===== src/hdl/cas_pkg.sv =====
// shared types, constants and codes of the channel alarm supervisor
package cas_pkg;

	// channel table geometry
	localparam int CHANNELS = 8;
	localparam int CH_AW    = (CHANNELS > 1) ? $clog2(CHANNELS) : 1;
	localparam int CH_W     = 3;
	localparam int MAX_RES  = 8;
	localparam int CNT_W    = $clog2(MAX_RES + 1);

	// configuration port geometry
	localparam int CFG_IDX_W  = 8;
	localparam int CFG_DATA_W = 16;

	// command codes
	localparam logic [1:0] CMD_LEVEL = 2'd0;
	localparam logic [1:0] CMD_BEAT  = 2'd1;
	localparam logic [1:0] CMD_TICK  = 2'd2;

	// result kinds
	localparam logic [1:0] KIND_DOWNLINK = 2'd0;
	localparam logic [1:0] KIND_ALIVE    = 2'd1;
	localparam logic [1:0] KIND_FAULT    = 2'd2;

	// risk levels
	localparam logic [1:0] LVL_NONE   = 2'd0;
	localparam logic [1:0] LVL_WARN   = 2'd1;
	localparam logic [1:0] LVL_DANGER = 2'd2;

	// indicator bit positions
	localparam int IND_RED    = 2;
	localparam int IND_YELLOW = 3;

	// register indexes
	localparam logic [CFG_IDX_W-1:0] REG_RETRY_LIMIT   = 8'd0;
	localparam logic [CFG_IDX_W-1:0] REG_ESCALATE      = 8'd1;
	localparam logic [CFG_IDX_W-1:0] REG_MISSED_BEATS  = 8'd2;
	localparam logic [CFG_IDX_W-1:0] REG_NO_DIST_CODE  = 8'd3;

	localparam logic [15:0] AGE_MAX = 16'hFFFF;

	typedef struct packed {
		logic [1:0]         command;
		logic [CH_W-1:0]    channel;
		logic [1:0]         level;
		logic signed [63:0] timestamp;
		logic [15:0]        distance;
		logic [4:0]         indicators;
	} in_item_t;

	typedef struct packed {
		logic [1:0]         kind;
		logic [CH_W-1:0]    out_channel;
		logic [1:0]         out_level;
		logic signed [63:0] out_timestamp;
		logic [15:0]        out_distance;
		logic               alive;
		logic [4:0]         out_indicators;
		logic               faulted;
		logic               last;
	} out_item_t;

	typedef struct packed {
		logic [7:0]  retry_limit;
		logic        escalate_enable;
		logic [15:0] missed_beats;
		logic [15:0] no_distance_code;
	} cfg_t;

	// one channel's table entry, all zero after reset
	typedef struct packed {
		logic        sent_valid;
		logic [1:0]  sent_level;
		logic [7:0]  retry_count;
		logic        fault_flag;
		logic        alive_flag;
		logic [4:0]  seen_indicators;
		logic [15:0] beat_age;
	} chan_rec_t;

endpackage


===== src/hdl/cas_cfg_regs.sv =====
// configuration register bank of the channel alarm supervisor
module cas_cfg_regs (
	input  logic                           clk,
	input  logic                           arst_n,
	input  logic                           cfg_valid,
	output logic                           cfg_ready,
	input  logic [cas_pkg::CFG_IDX_W-1:0]  cfg_index,
	input  logic [cas_pkg::CFG_DATA_W-1:0] cfg_data,
	output cas_pkg::cfg_t                  cfg
);
	import cas_pkg::*;

	cfg_t cfg_q;

	// writes are always taken
	assign cfg_ready = 1'b1;
	assign cfg      = cfg_q;

	// register write on a completed transfer, unknown indexes dropped
	always_ff @(posedge clk or negedge arst_n) begin
		if (!arst_n) begin
			cfg_q.retry_limit      <= 8'd3;
			cfg_q.escalate_enable  <= 1'b1;
			cfg_q.missed_beats     <= 16'd3;
			cfg_q.no_distance_code <= 16'hFFFF;
		end else if (cfg_valid && cfg_ready) begin
			unique case (cfg_index)
				REG_RETRY_LIMIT:  cfg_q.retry_limit      <= cfg_data[7:0];
				REG_ESCALATE:     cfg_q.escalate_enable  <= cfg_data[0];
				REG_MISSED_BEATS: cfg_q.missed_beats     <= cfg_data;
				REG_NO_DIST_CODE: cfg_q.no_distance_code <= cfg_data;
				default: begin
				end
			endcase
		end
	end

endmodule


===== src/hdl/cas_chan_ram.sv =====
// channel table memory with one read and one write port and entry valid bits
module cas_chan_ram (
	input  logic                      clk,
	input  logic                      arst_n,
	input  logic                      rd_en,
	input  logic [cas_pkg::CH_AW-1:0] rd_addr,
	output cas_pkg::chan_rec_t        rd_data,
	input  logic                      wr_en,
	input  logic [cas_pkg::CH_AW-1:0] wr_addr,
	input  cas_pkg::chan_rec_t        wr_data
);
	import cas_pkg::*;

	chan_rec_t             mem [CHANNELS];
	chan_rec_t             rd_q;
	logic                  rd_vld_q;
	logic [CHANNELS-1:0]   vld_q;

	// storage array, registered read
	always_ff @(posedge clk) begin
		if (wr_en) begin
			mem[wr_addr] <= wr_data;
		end
		if (rd_en) begin
			rd_q <= mem[rd_addr];
		end
	end

	// entry valid bits, an unwritten entry reads as all zero
	always_ff @(posedge clk or negedge arst_n) begin
		if (!arst_n) begin
			vld_q    <= '0;
			rd_vld_q <= 1'b0;
		end else begin
			if (rd_en) begin
				rd_vld_q <= vld_q[rd_addr];
			end
			if (wr_en) begin
				vld_q[wr_addr] <= 1'b1;
			end
		end
	end

	assign rd_data = rd_vld_q ? rd_q : '0;

endmodule


===== src/hdl/channel_alarm_supervisor_unit.sv =====
// channel alarm supervisor: command sequencer around the channel table memory
// level request or heartbeat: busy in the lookup and execute states, and in flush when a
// heartbeat gives two results; strobes registered in execute, and in flush for a second one
// tick: busy in scan, drain and flush, one table entry read and written back per cycle;
// each death waits for the next death or flush, and no result can be stalled by the receiver
// reset clears configuration to defaults and marks every table entry as all zero
module channel_alarm_supervisor_unit (
	input  logic                           clk,
	input  logic                           arst_n,
	input  logic                           start,
	output logic                           busy,
	input  cas_pkg::in_item_t              item,
	output cas_pkg::out_item_t             result,
	output logic                           result_strobe,
	input  logic                           cfg_valid,
	output logic                           cfg_ready,
	input  logic [cas_pkg::CFG_IDX_W-1:0]  cfg_index,
	input  logic [cas_pkg::CFG_DATA_W-1:0] cfg_data
);
	import cas_pkg::*;

	localparam logic [2:0] ST_IDLE  = 3'd0;
	localparam logic [2:0] ST_LOOK  = 3'd1;
	localparam logic [2:0] ST_EXEC  = 3'd2;
	localparam logic [2:0] ST_SCAN  = 3'd3;
	localparam logic [2:0] ST_DRAIN = 3'd4;
	localparam logic [2:0] ST_FLUSH = 3'd5;

	cfg_t              cfg;
	logic [2:0]        state_q;
	in_item_t          item_q;
	logic [CH_AW-1:0]  scan_q;
	logic [CNT_W-1:0]  dcnt_q;
	logic              v_s1;
	logic [CH_AW-1:0]  ch_s1;
	out_item_t         out_q;
	logic              strobe_q;
	out_item_t         pend_q;
	logic              pend_v_q;

	logic              rd_en;
	logic [CH_AW-1:0]  rd_addr;
	chan_rec_t         rec;
	logic              wr_en;
	logic [CH_AW-1:0]  wr_addr;
	chan_rec_t         wr_data;

	logic              chan_ok;
	logic [CH_AW-1:0]  chan_idx;
	logic [1:0]        rep;
	chan_rec_t         xrec;
	logic              x_wr;
	logic              has_a;
	logic              has_b;
	out_item_t         res_a;
	out_item_t         res_b;
	chan_rec_t         trec;
	logic [15:0]       age_inc;
	logic              die;
	out_item_t         res_t;
	out_item_t         pend_fin;
	logic              strobe_d;

	cas_cfg_regs u_cfg (
		.clk       (clk),
		.arst_n    (arst_n),
		.cfg_valid (cfg_valid),
		.cfg_ready (cfg_ready),
		.cfg_index (cfg_index),
		.cfg_data  (cfg_data),
		.cfg       (cfg)
	);

	cas_chan_ram u_ram (
		.clk     (clk),
		.arst_n  (arst_n),
		.rd_en   (rd_en),
		.rd_addr (rd_addr),
		.rd_data (rec),
		.wr_en   (wr_en),
		.wr_addr (wr_addr),
		.wr_data (wr_data)
	);

	assign busy          = (state_q != ST_IDLE);
	assign result        = out_q;
	assign result_strobe = strobe_q;

	assign chan_ok  = int'(item_q.channel) < CHANNELS;
	assign chan_idx = CH_AW'(item_q.channel);

	// reported level from the indicator bits
	always_comb begin
		priority if (item_q.indicators[IND_RED]) begin
			rep = LVL_DANGER;
		end else if (item_q.indicators[IND_YELLOW]) begin
			rep = LVL_WARN;
		end else begin
			rep = LVL_NONE;
		end
	end

	// request and heartbeat update of the addressed entry
	always_comb begin
		xrec  = rec;
		x_wr  = 1'b0;
		has_a = 1'b0;
		has_b = 1'b0;
		res_a = '0;
		res_b = '0;
		res_a.out_channel = item_q.channel;
		res_b.out_channel = item_q.channel;
		if (item_q.command == CMD_LEVEL) begin
			if (chan_ok && item_q.level <= LVL_DANGER &&
			    !(rec.sent_valid && rec.sent_level == item_q.level)) begin
				x_wr              = 1'b1;
				xrec.sent_valid   = 1'b1;
				xrec.sent_level   = item_q.level;
				xrec.retry_count  = 8'd0;
				has_a             = 1'b1;
				res_a.kind          = KIND_DOWNLINK;
				res_a.out_level     = item_q.level;
				res_a.out_timestamp = item_q.timestamp;
				res_a.out_distance  = item_q.distance;
			end
		end else if (item_q.command == CMD_BEAT && chan_ok) begin
			x_wr                 = 1'b1;
			xrec.beat_age        = 16'd0;
			xrec.alive_flag      = 1'b1;
			xrec.seen_indicators = item_q.indicators;
			has_a                = !rec.alive_flag || rec.seen_indicators != item_q.indicators;
			res_a.kind           = KIND_ALIVE;
			res_a.alive          = 1'b1;
			res_a.out_indicators = item_q.indicators;
			if (rec.sent_valid) begin
				priority if (rep == rec.sent_level) begin
					xrec.retry_count = 8'd0;
					if (rec.fault_flag) begin
						xrec.fault_flag = 1'b0;
						has_b           = 1'b1;
						res_b.kind      = KIND_FAULT;
					end
				end else if (rec.retry_count < cfg.retry_limit) begin
					xrec.retry_count    = rec.retry_count + 8'd1;
					has_b               = 1'b1;
					res_b.kind          = KIND_DOWNLINK;
					res_b.out_level     = rec.sent_level;
					res_b.out_timestamp = item_q.timestamp;
					res_b.out_distance  = cfg.no_distance_code;
				end else if (cfg.escalate_enable && !rec.fault_flag) begin
					xrec.fault_flag = 1'b1;
					has_b           = 1'b1;
					res_b.kind      = KIND_FAULT;
					res_b.faulted   = 1'b1;
				end
			end
		end
		// the second result, when there is one, closes the item
		res_a.last = !has_b;
		res_b.last = 1'b1;
	end

	// tick ageing of the entry in the scan stage
	always_comb begin
		trec    = rec;
		die     = 1'b0;
		res_t   = '0;
		age_inc = (rec.beat_age != AGE_MAX) ? rec.beat_age + 16'd1 : rec.beat_age;
		if (rec.alive_flag) begin
			trec.beat_age = age_inc;
			if (age_inc > cfg.missed_beats && dcnt_q < CNT_W'(MAX_RES)) begin
				trec.alive_flag = 1'b0;
				die             = 1'b1;
			end
		end
		res_t.kind           = KIND_ALIVE;
		res_t.out_channel    = CH_W'(ch_s1);
		res_t.out_indicators = rec.seen_indicators;
	end

	// held result as the final one of its item
	always_comb begin
		pend_fin      = pend_q;
		pend_fin.last = 1'b1;
	end

	// result strobe for the next cycle
	assign strobe_d = (state_q == ST_EXEC && (has_a || has_b)) ||
	                  (v_s1 && die && pend_v_q) ||
	                  (state_q == ST_FLUSH && pend_v_q);

	// memory port steering: scan stage and single item never overlap
	assign rd_en   = (state_q == ST_LOOK) || (state_q == ST_SCAN);
	assign rd_addr = (state_q == ST_SCAN) ? scan_q : chan_idx;
	assign wr_en   = v_s1 || (state_q == ST_EXEC && x_wr);
	assign wr_addr = v_s1 ? ch_s1 : chan_idx;
	assign wr_data = v_s1 ? trec : xrec;

	// sequencer, scan stage and result holding
	always_ff @(posedge clk or negedge arst_n) begin
		if (!arst_n) begin
			state_q  <= ST_IDLE;
			scan_q   <= '0;
			dcnt_q   <= '0;
			v_s1     <= 1'b0;
			strobe_q <= 1'b0;
			pend_v_q <= 1'b0;
		end else begin
			strobe_q <= strobe_d;
			v_s1     <= (state_q == ST_SCAN);
			if (v_s1 && die) begin
				dcnt_q   <= dcnt_q + CNT_W'(1);
				pend_v_q <= 1'b1;
			end
			unique case (state_q)
				ST_IDLE: begin
					if (start) begin
						if (item.command == CMD_TICK) begin
							state_q <= ST_SCAN;
							scan_q  <= '0;
							dcnt_q  <= '0;
						end else begin
							state_q <= ST_LOOK;
						end
					end
				end
				ST_LOOK: begin
					state_q <= ST_EXEC;
				end
				ST_EXEC: begin
					if (has_a && has_b) begin
						pend_v_q <= 1'b1;
						state_q  <= ST_FLUSH;
					end else begin
						state_q <= ST_IDLE;
					end
				end
				ST_SCAN: begin
					if (scan_q == CH_AW'(CHANNELS - 1)) begin
						state_q <= ST_DRAIN;
					end else begin
						scan_q <= scan_q + CH_AW'(1);
					end
				end
				ST_DRAIN: begin
					state_q <= ST_FLUSH;
				end
				ST_FLUSH: begin
					pend_v_q <= 1'b0;
					state_q  <= ST_IDLE;
				end
				default: begin
					state_q <= ST_IDLE;
				end
			endcase
		end
	end

	// payload registers of the item, scan stage and results
	always_ff @(posedge clk) begin
		if (state_q == ST_IDLE && start) begin
			item_q <= item;
		end
		if (state_q == ST_SCAN) begin
			ch_s1 <= scan_q;
		end
		if (state_q == ST_EXEC) begin
			if (has_a) begin
				out_q  <= res_a;
				pend_q <= res_b;
			end else if (has_b) begin
				out_q <= res_b;
			end
		end else if (v_s1 && die) begin
			pend_q <= res_t;
			if (pend_v_q) begin
				out_q <= pend_q;
			end
		end else if (state_q == ST_FLUSH && pend_v_q) begin
			out_q <= pend_fin;
		end
	end

`ifndef SYNTHESIS
	a_tick_scans: assert property (@(posedge clk) disable iff (!arst_n)
		start && !busy && item.command == CMD_TICK |=> state_q == ST_SCAN)
		else $error("tick transfer did not start the table scan");

	a_pend_busy: assert property (@(posedge clk) disable iff (!arst_n)
		pend_v_q |-> busy)
		else $error("held result left behind while idle");

	a_no_rw_clash: assert property (@(posedge clk) disable iff (!arst_n)
		wr_en && rd_en |-> wr_addr != rd_addr)
		else $error("table read and write hit the same entry");
`endif

endmodule

===== config.mk =====
export PLATFORM = sky130hd
export DESIGN_NAME = channel_alarm_supervisor_unit
export DESIGN_NICKNAME = d
export VERILOG_FILES = /design/src/hdl/cas_pkg.sv /design/src/hdl/cas_cfg_regs.sv /design/src/hdl/cas_chan_ram.sv /design/src/hdl/channel_alarm_supervisor_unit.sv
export SDC_FILE = /design/constraint.sdc
export NUM_CORES = 1
export LEC_CHECK = 0
export BUFFER_PORTS_ARGS = -buffer_cell sky130_fd_sc_hd__buf_2
export CORE_ASPECT_RATIO = 1.2
export CORE_MARGIN = 8
export CORE_UTILIZATION = 50
export CTS_BUF_LIST = sky130_fd_sc_hd__clkbuf_4
export DETAILED_ROUTE_END_ITERATION = 12
export PLACE_DENSITY = 0.74
export SLEW_MARGIN = 30
export SYNTH_ARGS = -nofsm -noshare
export SYNTH_HDL_FRONTEND = slang
export SYNTH_HIERARCHICAL = 1
export SYNTH_SLANG_ARGS = --single-unit

===== constraint.sdc =====
create_clock -name clk -period 18.3 [get_ports clk]
set_input_delay 2.745 -clock clk [delete_from_list [all_inputs] [get_ports clk]]
set_output_delay 2.745 -clock clk [all_outputs]
set_load 0.05 [all_outputs]

# Yosys cells after proc, flatten, opt, wreduce, memory -nomap -nowiden
# Memory sizes are Yosys's and may differ from the RTL's. A register that Yosys moved wholly into a read port is not among the register bits.
# Cells that the tools add are included.
# classes
addsub,4
mul,0
n_div,0
order_cmp,7
n_eq_ne,22
shifts,0
mux,88
bitwise,1
reduce_logical,37
# op_table
cell,count
95-bit two-way mux,9
82-bit two-way mux,7
34-bit two-way mux,2
1-bit two-way mux,32
16-bit two-way mux,2
31-bit two-way mux,1
3-bit two-way mux,9
23-bit two-way mux,1
2-bit two-way mux,9
9-bit two-way mux,2
"16-bit by 1-bit adder with 16-bit output, second input constant",1
"8-bit by 2-bit equality test with 1-bit output, second input constant",2
16-bit greater-than comparator,1
4-bit two-way mux,4
8-bit two-way mux,2
"16-bit != test, second input constant",1
3-bit one-hot mux with 5 select lines,1
1-bit logical AND,12
6-bit two-way mux,2
2-bit AND reduction,6
11-bit two-way mux,1
"3-bit equality test, second input constant",3
"8-bit by 1-bit adder with 8-bit output, second input constant",1
"8-bit by 1-bit equality test with 1-bit output, second input constant",1
other kinds (31),47
# totals
reg_bits,348
latch_bits,0
ramBits,272
romBits,0
input_bits,120
out_inout_bits,98
elab_cells,197
memories,1
# memory_table
name,depth,width,rd,rd_clocked_by_memory_dff,wr,line_no,rtl
u_ram.mem,8,34,1,1,1,cas_chan_ram.sv:14,chan_rec_t mem [CHANNELS];

# Logic depth before layout (Yosys ltp)
# depth
depth_word,13
depth_mapped,18
mapped_depth_nobuf,15

# By module
# Netlist, hierarchy kept.
# by_module_without_submodules
module,instances,cells_per_inst,area_each_um2,seq_area_each_um2
channel_alarm_supervisor_unit,1,937,12937.4,8853.5
cas_chan_ram,1,502,12100.4,9414.0
cas_cfg_regs,1,94,1677.9,1052.3

# Worst setup path before layout
# OpenSTA, ideal clock, no wires.
# synth_path
kind,register to register
from,reg u_ram.rd_vld_q
to,"reg pend_q (netlist bit pend_fin[10]), enable pin"
setup_ps,677
arrival_ps,10078
required_ps,17623
slack_ps,7546
path_stages_with_launch,18
n_path_buf,5
period_less_slack_ps,10754
path_cell_list,dfrtp_1 -> clkbuf_1 -> and2_1 -> clkbuf_1 -> and4_1 -> clkbuf_1 -> and4_1 -> nand2b_1 -> clkbuf_1 -> and3_1 -> xor2_1 -> ha_1 -> nand4_1 -> nor3_1 -> a311o_1 -> a211o_1 -> clkbuf_1 -> o21ai_0
# synth_rtl
item,line_no,rtl
from (decl),cas_chan_ram.sv:16,logic rd_vld_q;
from (signal assigned),cas_chan_ram.sv:36,rd_vld_q <= vld_q[rd_addr];
to (signal assigned),channel_alarm_supervisor_unit.sv:270,pend_q <= res_b;
to (signal assigned),channel_alarm_supervisor_unit.sv:275,pend_q <= res_t;
to (decl),channel_alarm_supervisor_unit.sv:38,out_item_t pend_q;

==> flow_summary.toml <==
[synth]
ys_top_cells_by_area = "edfxtp_1 66%, mux4_1 5.8%, dfrtp_1 3.9%, mux2_2 3.3%, and2_1 2.8%"
ys_ff_latch = 653
yosysTopAreaCell = "edfxtp_1"
synthMuxAreaShare = 0.108
yosys-top-cells-count = "590 x edfxtp_1, 121 x and2_1, 101 x nand2_1"
synthAdderAreaFrac = 0.0131
synth_top_family_by_area = "multiplexers"
ys.flop_type = "edfxtp_1"
synth_top_area_share = 0.663
ys_seq_area_frac = 0.723
synth_nets = 1681
yosys_warnings = 6
synth_compound_area_frac = 0.0534
synth-simple-area-share = 0.0738
synth.most_common_cell = "edfxtp_1"
syn_area_um2 = 26700
ys_types = 68
synth_edf_count = 590
synth.avg_cell_area_um2 = 17.4
synth_cells = 1533
synth-xor-area-share = 0.00820
async_flop_share = 0.0965

[routing]
drt-total-wl_mm = 58.0
first_pass_iters = 7
drc = 0
ant_nets = 0
vias = 14926
via_per_inst = 5.56
drtIter0Drc = 1148
avgRoutedWirePerCell_um = 21.6

[min_path]
hold_start = "u_ram/vld_q[0]"
hp-class = "flop to flop"

[die]
dieArea_um2 = 61100
die_h_um = 269
dieWidth_um = 227
rows = 93
start_util = 0.501
ios = 218
core_um2 = 53300

[cells_and_area]
drive_gt1_frac = 0.321
fin_util = 0.573
syn_to_final_growth_pct = 14.4
fillCellCount = 4021
finalNetCount = 2000

[worst_setup_path]
cp_cell_sequence = "and2_1 > ha_1 > and4_1 > nand4_1 > nor2_1 > nor2_1 > nand2_1 > xnor2_1 > ha_1 > nand4_1 > nor3_1 > a221oi_1 > a211o_1 > a21o_1 > a21oi_4 > buf_4 > buf_4"
arrival_ns = 6.55
critPathRequiredTime_ns = 18.78
crit_fanout = 56
crit_type = "flop to flop"
r2r-start = "u_ram/rd_vld_q"
reg2reg_setup_slack_ns = 12.23
slowest_stage = "dfrtp_2"
worstSetupStartpoint = "u_ram/rd_vld_q"
critical_path.top_delay_family = "simple AND/OR/NAND/NOR gates"
crit_buf_inv = 2
cp-start-kind = "flop"
end_kind = "flop"
critical-path-max-stage-delay_ns = 0.75

[sta]
worst_slew_pin_slew_ns = 0.946
hold_ws_ns = 0.469
worst_slack_ns = 12.23
drv_slew = 0
rsz0062_at_grt = "no"
finalSetupTns_ns = 0
skew_ns = 0.0607
finalSetupViolations = 0
fmax_mhz = 165
fin_crit_sh = 0.332
relSlewSlack = 0.368
hold_viol_final = 0
layout_min_cycle_time_ns = 6.07

[global_route]
grt_start_max_net_pins = 84
grt_use_met2 = 0.316
gr-max-usage-layer = "met2"
gr-total-overflow = 0
met1_usage = 0.234
grt_use_total = 0.188
grt.met3_usage = 0.0381
antenna_found_initial = 2
grt_pass1_vias = 15366
grt_pass1_wl_mm = 88.6

[power_and_ir_drop]
pwr_density_cell_nw_per_um2 = 161
cellLeakagePower_nw = 11.3
total_power_mw = 4.93
ir_drop_uv = 105

[clock_tree]
hold_buffers = 0
h-tree-depth = 4
cts_buffer_depth = 3
clock_latency_ns = 0.89
clkSinkCount = 653
cts_tree = "yes"
path_clk_slew_ns = 0.07
cts-buffers-inserted = 152
cts_resized = 0
cts-root-buf = "clkbuf_4"
postCtsSetupBuffers = 0

[placement]
place.gp.congestion = 0.873
port_buffers = 216
dp_slack_ns = 11.94
hpwlAfterDp_mm = 36.4

[run]
max-cap-violations = 0

[outcome]
status = "complete, no violations"
power breakdown:
| part | switching (mW) | internal [mW] | leakage (nW) |
|---|---|---|---|
| clock network | 0.543 | 0.627 | 1.17 |
| registers | 0.116 | 2.15 | 6.25 |
| logic | 1.03 | 0.462 | 3.91 |
| total | 1.69 | 3.24 | 11.3 |
area by class of cell:
type / count / area, um2 / area share
clock inverter: 51 / 345 / 0.0113
tap: 712 / 891 / 0.0292
clock buffer: 221 / 1660 / 0.0543
inverter: 35 / 131 / 0.00430
timing repair buffer: 239 / 1260 / 0.0411
antenna: 3 / 7.51 / 0.000246
multi-input combinational: 771 / 6950 / 0.227
sequential: 653 / 19300 / 0.632
cells by family after synthesis:
logic type,Yosys count
compound gates,189
xor+xnor,25
fa+ha+maj,28
buf+inv,109
flops,653
mux,164
other cells,1
simple gates,364
routing by layer:
metal  up-vias  part of all wire
li1       6746                 -
met1      7584              0.41
met2       502              0.50
met3        92             0.061
met4         2             0.031
met5         -           0.00021
flip-flops by register name, summed over array words and instances, names as in the netlist:
| signal | flops |
|---|---|
| u_ram/mem | 272 |
| result | 95 |
| pend_fin | 93 |
| item_q | 89 |
| u_cfg/cfg | 41 |
| u_ram/rd_q | 34 |
| u_ram/vld_q | 8 |
| dcnt_q | 4 |
| ch_s1 | 3 |
| chan_idx | 3 |
| scan_q | 3 |
| state_q | 3 |
| pend_q | 1 |
| pend_v_q | 1 |
| result_strobe | 1 |
| u_ram/rd_vld_q | 1 |
| v_s1 | 1 |
per-stage QoR:
step | instance area (um2) | std cells
after floorplan | 26700 | 1533
after global routing | 30600 | 2683
final | 30600 | 2685
after CTS | 30500 | 2682
after global placement | 28500 | 2410
after detailed placement | 28500 | 2410
path summary, 6_finish.rpt:
path / depth (start not counted) / endpoint
worst max register to register: 17 / result[41]
worst min register to register: 1 / u_ram/vld_q[0]
worst min-delay path: 1 / u_ram/vld_q[0]
max in group asynchronous: 2 / u_ram/rd_vld_q
min in group asynchronous: 2 / u_ram/vld_q[1]
worst max-delay path: 17 / result[41]
layout by cell type, fill, tap and decap left out, drive strengths merged, types with 5 or more instances in the layout:
master and instances:
clkinv 40, mux2i 6, mux4 69, nor2b 8
o22ai 11, mux2 89, ha 28, bufinv 5
and4 5, nand2 101, a22o 75, nand2b 7
nor3 15, a22oi 19, or3 7, a31oi 9
clkbuf 221, and3 6, a21oi 28, inv 37
nor2 38, xnor2 10, dfstp 21, nand4 17
a21o 8, dfrtp 42, or2 12, buf 239
edfxtp 590, xor2 15, o21ai 19, nand3 15
and2 122
(Power assumes the default switching activity.)
